$ cat src/sv/skvt_pkg.sv
`default_nettype none
package skvt_pkg;

  localparam int CAPACITY    = 16;
  localparam int VALUE_WIDTH = 64;
  localparam int KEY_WIDTH   = 8;
  localparam int CNT_W       = $clog2(CAPACITY + 1);

  typedef enum logic [1:0] {
    CMD_LOOKUP = 2'd0,
    CMD_INSERT = 2'd1,
    CMD_REMOVE = 2'd2
  } cmd_t;

  typedef enum logic [1:0] {
    STAT_OK      = 2'd0,
    STAT_ABSENT  = 2'd1,
    STAT_PRESENT = 2'd2,
    STAT_FULL    = 2'd3
  } status_t;

  typedef enum logic {
    S_IDLE,
    S_EXEC
  } state_t;

  // update strobes broadcast to every cell
  typedef struct packed {
    logic insert;
    logic remove;
  } cell_ctrl_t;

endpackage
`default_nettype wire

$ cat src/sv/skvt_cell.sv
`default_nettype none
module skvt_cell (
  input  wire                                 clk,
  input  wire skvt_pkg::cell_ctrl_t           ctrl,
  input  wire [skvt_pkg::KEY_WIDTH-1:0]       key,
  input  wire                                 live,
  input  wire [skvt_pkg::KEY_WIDTH-1:0]       left_key,
  input  wire [skvt_pkg::VALUE_WIDTH-1:0]     left_value,
  input  wire [skvt_pkg::KEY_WIDTH-1:0]       right_key,
  input  wire [skvt_pkg::VALUE_WIDTH-1:0]     right_value,
  input  wire                                 hit_in,
  input  wire [skvt_pkg::VALUE_WIDTH-1:0]     found_in,
  output logic [skvt_pkg::KEY_WIDTH-1:0]      entry_key,
  output logic [skvt_pkg::VALUE_WIDTH-1:0]    entry_value,
  output logic                                hit_out,
  output logic [skvt_pkg::VALUE_WIDTH-1:0]    found_out
);
  import skvt_pkg::*;

  logic match;

  assign match     = live && (entry_key == key);
  assign hit_out   = hit_in | match;
  // keys are unique, so at most one cell contributes
  assign found_out = found_in | (match ? entry_value : '0);

  // insert shifts the chain toward the tail; remove closes the gap from the
  // matching cell onward by pulling the right neighbor in
  always_ff @(posedge clk) begin
    if (ctrl.insert) begin
      entry_key   <= left_key;
      entry_value <= left_value;
    end else if (ctrl.remove && hit_out) begin
      entry_key   <= right_key;
      entry_value <= right_value;
    end
  end

endmodule
`default_nettype wire

$ cat src/sv/small_key_value_table_top.sv
// Small key/value table, up to CAPACITY entries of 8-bit key and 64-bit value word.
// Input channel (in_valid/in_stall): command, key, value. One transaction
// in gives exactly one transaction out (out_valid/out_stall): status,
// found_value and entry_count after the operation.
// Entries sit in a chain of cells, packed from cell 0. Every cell compares
// its key in the execute cycle; hit and found value pass cell to cell. An
// insert shifts the chain one place toward the tail, a remove pulls the
// cells from the match onward one place toward the head.
// Timing: a transaction is accepted in S_IDLE, executed in S_EXEC, and its
// result is then written to the output register. No new input transaction
// is taken until the previous one has executed; the accept/execute pair is
// what sets the input rate.
// If the receiver stalls, the result holds in the output register; the next
// transaction can still be accepted but waits in execute until the output
// register is taken.
// Reset (rst, synchronous) empties the table and drops any pending result;
// no clearing pass is needed.
`default_nettype none
module small_key_value_table_top (
  input  wire                                  clk,
  input  wire                                  rst,
  input  wire                                  in_valid,
  output logic                                 in_stall,
  input  wire [1:0]                            command,
  input  wire [skvt_pkg::KEY_WIDTH-1:0]        key,
  input  wire [63:0]                           value,
  output logic                                 out_valid,
  input  wire                                  out_stall,
  output logic [1:0]                           status,
  output logic [63:0]                          found_value,
  output logic [4:0]                           entry_count
);
  import skvt_pkg::*;

  state_t                 state, state_next;
  cmd_t                   cmd_q;
  logic [KEY_WIDTH-1:0]   key_q;
  logic [VALUE_WIDTH-1:0] value_q;
  logic [CNT_W-1:0]       count, count_next;

  logic                   accept;
  logic                   exec_go;
  logic                   hit;
  logic [VALUE_WIDTH-1:0] hit_value;
  status_t                stat_next;
  logic [VALUE_WIDTH-1:0] found_next;
  cell_ctrl_t             ctrl;

  logic                   chain_hit   [0:CAPACITY];
  logic [VALUE_WIDTH-1:0] chain_found [0:CAPACITY];
  logic [KEY_WIDTH-1:0]   cell_key    [0:CAPACITY-1];
  logic [VALUE_WIDTH-1:0] cell_value  [0:CAPACITY-1];

  // FSM next state
  always_comb begin
    state_next = state;
    case (state)
      S_IDLE: begin
        if (in_valid) state_next = S_EXEC;
      end
      S_EXEC: begin
        if (!out_valid || !out_stall) state_next = S_IDLE;
      end
      default: state_next = S_IDLE;
    endcase
  end

  // FSM outputs
  always_comb begin
    in_stall = 1'b1;
    exec_go  = 1'b0;
    case (state)
      S_IDLE:  in_stall = 1'b0;
      S_EXEC:  exec_go  = !out_valid || !out_stall;
      default: in_stall = 1'b1;
    endcase
  end

  assign accept = in_valid && !in_stall;

  always_ff @(posedge clk) begin
    if (rst) begin
      state <= S_IDLE;
    end else begin
      state <= state_next;
    end
  end

  always_ff @(posedge clk) begin
    if (accept) begin
      cmd_q   <= cmd_t'(command);
      key_q   <= key;
      value_q <= VALUE_WIDTH'(value);
    end
  end

  // cell chain
  assign chain_hit[0]   = 1'b0;
  assign chain_found[0] = '0;

  for (genvar i = 0; i < CAPACITY; i++) begin : g_cell
    logic [KEY_WIDTH-1:0]   lk, rk;
    logic [VALUE_WIDTH-1:0] lv, rv;
    logic                   live;

    if (i == 0) begin : g_head
      assign lk = key_q;
      assign lv = value_q;
    end else begin : g_left
      assign lk = cell_key[i-1];
      assign lv = cell_value[i-1];
    end

    if (i == CAPACITY - 1) begin : g_tail
      assign rk = '0;
      assign rv = '0;
    end else begin : g_right
      assign rk = cell_key[i+1];
      assign rv = cell_value[i+1];
    end

    assign live = CNT_W'(i) < count;

    skvt_cell u_cell (
      .clk         (clk),
      .ctrl        (ctrl),
      .key         (key_q),
      .live        (live),
      .left_key    (lk),
      .left_value  (lv),
      .right_key   (rk),
      .right_value (rv),
      .hit_in      (chain_hit[i]),
      .found_in    (chain_found[i]),
      .entry_key   (cell_key[i]),
      .entry_value (cell_value[i]),
      .hit_out     (chain_hit[i+1]),
      .found_out   (chain_found[i+1])
    );
  end

  assign hit       = chain_hit[CAPACITY];
  assign hit_value = chain_found[CAPACITY];

  always_comb begin
    ctrl       = '0;
    stat_next  = STAT_OK;
    found_next = '0;
    count_next = count;
    case (cmd_q)
      CMD_LOOKUP: begin
        if (hit) found_next = hit_value;
        else     stat_next  = STAT_ABSENT;
      end
      CMD_INSERT: begin
        if (hit) begin
          stat_next = STAT_PRESENT;
        end else if (count >= CNT_W'(CAPACITY)) begin
          stat_next = STAT_FULL;
        end else begin
          ctrl.insert = exec_go;
          count_next  = CNT_W'(count + 1'b1);
        end
      end
      CMD_REMOVE: begin
        if (hit) begin
          ctrl.remove = exec_go;
          count_next  = CNT_W'(count - 1'b1);
        end else begin
          stat_next = STAT_ABSENT;
        end
      end
      default: stat_next = STAT_OK;
    endcase
  end

  always_ff @(posedge clk) begin
    if (rst) begin
      count     <= '0;
      out_valid <= 1'b0;
    end else begin
      if (exec_go) count <= count_next;
      out_valid <= exec_go || (out_valid && out_stall);
    end
  end

  always_ff @(posedge clk) begin
    if (exec_go) begin
      status      <= stat_next;
      found_value <= 64'(found_next);
      entry_count <= 5'(count_next);
    end
  end

  a_count_bound: assert property (@(posedge clk) disable iff (rst)
    count <= CNT_W'(CAPACITY))
    else $error("entry count above capacity");

  a_result_follows: assert property (@(posedge clk) disable iff (rst)
    exec_go |=> out_valid)
    else $error("executed transaction produced no result");

  a_insert_grows: assert property (@(posedge clk) disable iff (rst)
    ctrl.insert |=> count == CNT_W'($past(count) + 1'b1))
    else $error("insert did not grow the table");

  a_remove_shrinks: assert property (@(posedge clk) disable iff (rst)
    ctrl.remove |=> count == CNT_W'($past(count) - 1'b1))
    else $error("remove did not shrink the table");

  a_full_status: assert property (@(posedge clk) disable iff (rst)
    exec_go && stat_next == STAT_FULL |-> count == CNT_W'(CAPACITY))
    else $error("table full reported while not full");

endmodule
`default_nettype wire
$ cat config.mk
export PLATFORM = sky130hd
export DESIGN_NAME = small_key_value_table_top
export DESIGN_NICKNAME = d
export VERILOG_FILES = /design/src/sv/skvt_pkg.sv /design/src/sv/skvt_cell.sv /design/src/sv/small_key_value_table_top.sv
export SDC_FILE = /design/constraint.sdc
export NUM_CORES = 2
export LEC_CHECK = 0
export ABC_AREA = 1
export BUFFER_PORTS_ARGS = -buffer_cell sky130_fd_sc_hd__buf_2
export CORE_ASPECT_RATIO = 0.7
export CORE_MARGIN = 2
export CORE_UTILIZATION = 50
export CTS_CLUSTER_DIAMETER = 80
export CTS_CLUSTER_SIZE = 12
export DETAILED_ROUTE_END_ITERATION = 10
export PLACE_DENSITY = 0.76
export SETUP_SLACK_MARGIN = 0.15
export SYNTH_ARGS = -nofsm -noshare
export SYNTH_HDL_FRONTEND = slang
export SYNTH_HIERARCHICAL = 1
export SYNTH_SLANG_ARGS = --single-unit
$ cat constraint.sdc
create_clock -name clk -period 5.8 [get_ports clk]
set_input_delay 1.16 -clock clk [delete_from_list [all_inputs] [get_ports clk]]
set_output_delay 1.16 -clock clk [all_outputs]
set_load 0.005 [all_outputs]
### Yosys cells after proc, flatten, opt, wreduce, memory -nomap -nowiden

Cells that the tools add are included.

* input bits: 78
* word-level logic and storage cells: 264
* flip-flop bits (word level): 1304

* reduce and logical (&&, ||, !) cells: 57
* bitwise gates (word level): 31
* equality and inequality tests: 18
* muxes and demuxes: 98
* order comparisons: 17
* add/sub/neg operators: 2

Operators by type and width (count)
* $mux 64: 48
* $or 64x64->64: 15
* $mux 8: 32
* $eq 8x8->1: 16
* $lt 4x5->1 const A: 8
* $logic_and 1x1->1: 34
* $reduce_bool 2->1: 16
* $lt 3x5->1 const A: 4
* $mux 5: 3
* $or 1x1->1: 15
* $lt 1x5->1 const A: 2
* $lt 2x5->1 const A: 2
* $mux 1: 10
* $pmux 5 s2: 1
* $add 5x1->5 const B: 1
* $ge 5x5->1 const B: 1
* $sub 5x1->5 const B: 1
* $mux 2: 2
* $pmux 2 s2: 1
* $eq 2x1->1 const B: 1
* $eq 2x2->1 const B: 1
* $logic_not 1->1: 2
* $logic_not 2->1: 1
* $logic_or 1x1->1: 2
* 4 further kinds: 4

### Logic depth before layout (Yosys ltp)

* depth after elaboration: 22
* mapped depth: 49
* mapped depth without buffers: 47

### Modules after synthesis

Netlist, hierarchy kept.

By module, submodules not included
* skvt_cell: area an instance 4186.5 µm², instances 16, cells an instance 480, seq. area each 2162.1 µm²
* small_key_value_table_top: area an instance 5631.7 µm², instances 1, cells an instance 408, seq. area each 4494.3 µm²

### Worst setup path after synthesis

OpenSTA, ideal clock, no wires.

* path type: flip-flop to flip-flop
* start: reg key_q[6], in the netlist g_cell[0].lk[6]
* end: reg g_cell[0].u_cell/entry_key[0] in the netlist's numbering, enable pin
* path slack: -0.377 ns
* setup time: 0.432 ns
* cell stages (with the launch flop): 47
* data arrival time: 5.745 ns
* path through: edfxtp_1 inv_1 nand2_1 nand2_1 nand2_1 nor2_1 nand3_1 buf_6 nand2_1 inv_1 nand2_1 inv_1 nand2_1 inv_1 nand2_1 inv_1 nand2_1 inv_1 [... 11 more ...] inv_1 nand2_1 inv_1 nand2_1 inv_1 nand2_1 inv_1 nand2_1 inv_1 nand2_1 buf_6 nor2_4 nand2_2 nor2_1 buf_2 inv_2 clkbuf_1 nand2_1

RTL lines
* start: declaration: RTL line small_key_value_table_top.sv:37 `logic [KEY_WIDTH-1:0] key_q;`
* start signal: assignment: RTL line small_key_value_table_top.sv:92 `key_q <= key;`
* end signal: assignment: RTL line skvt_cell.sv:31 `entry_key <= left_key;`
* end signal: assignment: RTL line skvt_cell.sv:34 `entry_key <= right_key;`
* end: declaration: RTL line skvt_cell.sv:13 `output logic [skvt_pkg::KEY_WIDTH-1:0] entry_key,`

==> flow_summary.toml <==
[outcome]
status = "completed"

[timing]
fin_tns_setup_ns = 0
finClkSkew_ns = 0.0254
report.final.hold_viol_count = 0
setup_viol = 0
post-route-period-util = 0.902
hold_slack_ns = 0.490
rsz0062_at_grt = "yes"
maxSlewHeadroom = 0.261
slew_viol_final = 0
worst_pin_slew_ns = 1.11
finalCriticalPeriod_ns = 5.23
fmax_ghz = 0.191

[worst_setup_path]
cpPeakStageDelay_ns = 0.39
cp-start-kind = "flop"
path_common_cell = "nand2_1"
worstPathMaxFanout = 66
worstPathRequired_ns = 6.43
critPathSlowestCell = "dfxtp_2"
arrival_ns = 5.86
crit_family = "simple AND/OR/NAND/NOR gates"
worstSetupEndpointType = "flop"
cp_num_buf_inv = 17
worst-setup-path-type = "flop to flop"

[cts]
clkTransAtPathRegs_ns = 0.07
worst_skew_pair.late_latency_ns = 0.77
htree_levels = 3
cts_inserted_buffers = 118
cts_tree = "done"
cts_buffer_depth = 3
root_buffer = "clkbuf_16"
cts_sinks = 1304
ctsHoldBuffers = 0

[synth]
yosysWarnings = 6
synth-simple-area-share = 0.205
syn_area_um2 = 72600
synth_top_family_by_area = "simple AND/OR/NAND/NOR gates"
synth_top_cell_by_area = "edfxtp_1"
synth_top_area_frac = 0.536
synthCells = 8088
synth_seq_area_share = 0.538
ys.flop_type = "edfxtp_1"
synth_fa_ha_area_frac = 0.00121
synth_edf_count = 1297
yosysUniqueCellTypes = 27
async_flop_share = 0
ys_top_cells_by_count = "nand2_1, inv_1, edfxtp_1"
avgSynthCellArea_um2 = 8.98
synthMuxAreaShare = 0
synth_compound_area_frac = 0.152
synth_most_common_cell = "nand2_1"
synth_xor_area_frac = 0.00386
synth_area_leaders = "edfxtp_1, nand2_1, o21bai_2"
synth-seq-cells = 1304

[routing]
via_per_inst = 5.29
avgRoutedWirePerCell_um = 18.4
drc = 0
drtIter0Drc = 5398
vias = 54200
routed_wl_mm = 188
ant_nets = 0
drtPass1Iterations = 6

[power]
vdd_drop_max_mv = 0.237
total_power_mw = 19.4
leakage_nw = 38.4
p_per_area_nw_per_um2 = 242

[grt]
antenna_found_initial = 0
grt_max_degree = 163
grt_first_pass_wirelength_mm = 295
grt_pass1_vias = 55200
track_usage = 0.249
grt_overflow_total = 0

[die]
die_h_um = 323
fp-row-count = 116
die_area_um2 = 148000
core-area_um2 = 144000
ioPinCount = 151
initial_utilization = 0.506
dieWidth_um = 459

[final_layout]
syn_to_final_growth_pct = 10.4
final_core_util = 0.558
num_antenna_cells = 0
drive_above_1_share = 0.161
filler_cell_count = 12400
nNetsFinal = 8424

[place]
gp_routability_congestion = 0.844
io_buffer_count = 150
hpwlAfterDp_mm = 126

[job]
maxCapViolCount = 0

[hold_path]
hold_class = "flop to flop"
-- final cells by class --
class / count / area (um^2) / area share
flip-flops and latches: 1304 / 39100 / 0.488
multi-input cells: 5212 / 27200 / 0.339
inverters: 1348 / 5060 / 0.0631
repair buffers: 355 / 3300 / 0.0412
clock buffers: 133 / 3070 / 0.0383
well taps: 1888 / 2360 / 0.0295
clock inverters: 5 / 65.1 / 0.000812
-- per-layer routing --
| layer | up-vias | part of all wire | routed length (um) | global-route usage |
|---|---|---|---|---|
| li1 | 25500 | - | - | - |
| met1 | 26400 | 0.41 | 77400 | 0.327 |
| met2 | 1988 | 0.49 | 91600 | 0.429 |
| met3 | 317 | 0.067 | 12600 | 0.0279 |
| met4 | 0 | 0.035 | 6510 | 0.0861 |
| met5 | - | 0 | 0 | 0 |
-- flip-flops by register name (all words and copies together) (netlist names) --
name	flops
state	1
g_cell.u_cell/entry_value	1024
count	5
entry_count	5
out_valid	1
cmd_q	2
status	2
found_value	64
g_cell.lv	64
g_cell.u_cell/entry_key	128
g_cell.lk	8
-- worst register-to-register path, delay by kind of cell, from the launching register on --
kind	cells	cell delay, ns
AND/OR/NAND/NOR	25	2.75
buffers and inverters	17	1.70
flip-flops	1	0.39
AO/OA/AOI/OAI	2	0.26
-- metrics by stage --
stage          cells  setup slack, ns  instance area [um^2]
6_report       10200            0.566                 80200
2_1_floorplan   8224            0.299                 73200
3_5_place_dp   10100            0.254                 76800
3_3_place_gp   10100            0.185                 76800
5_1_grt        10200            0.121                 80200
4_1_cts        10200            0.199                 79900
-- layout by cell type (no fill, tap or decap), types with 32 or more instances in the layout --
cell and count:
nand2_1 3759, inv_1 1328, edfxtp_1 1297, o21bai_2 800
o21bai_1 224, buf_2 150, conb_1 137, buf_4 127
clkbuf_16 125, nor2_1 118, buf_12 66, xor2_1 32
-- what timing repair did --
item                       CTS  global route
gates resized for setup      0            30
buffers inserted             0             1
setup endpoints to repair    0          2249
-- final timing paths --
check / endpoint / depth (start not counted) / slack [ns] / from
worst max-delay path: g_cell[0].u_cell/entry_value[48]$_DFFE_PP_ / 44 / 0.57 / count[4]$_SDFFE_PP0N_
worst min-delay path: out_valid$_SDFF_PP0_ / 2 / 0.49 / out_valid$_SDFF_PP0_
worst max register to register: g_cell[0].u_cell/entry_value[48]$_DFFE_PP_ / 44 / 0.57 / count[4]$_SDFFE_PP0N_
worst min register to register: out_valid$_SDFF_PP0_ / 2 / 0.49 / out_valid$_SDFF_PP0_
-- cells by family (layout without fill, tap and decap cells) --
kind of cell    count (synthesis)  count (layout)
other cells                     1             137
flops                        1304            1304
buf+inv                      1708            1841
compound gates               1083            1083
xor+xnor                       32              32
fa+ha+maj                       7               7
simple gates                 3953            3953
-- power by group --
part | leakage (nW) | switching, mW | internal, mW | total (mW)
clock network | 1.54 | 3.45 | 3.72 | 7.16
logic | 25.0 | 0.839 | 0.662 | 1.50
registers | 11.9 | 0.160 | 10.6 | 10.8
Note: power is estimated with default switching activity, not from simulation.
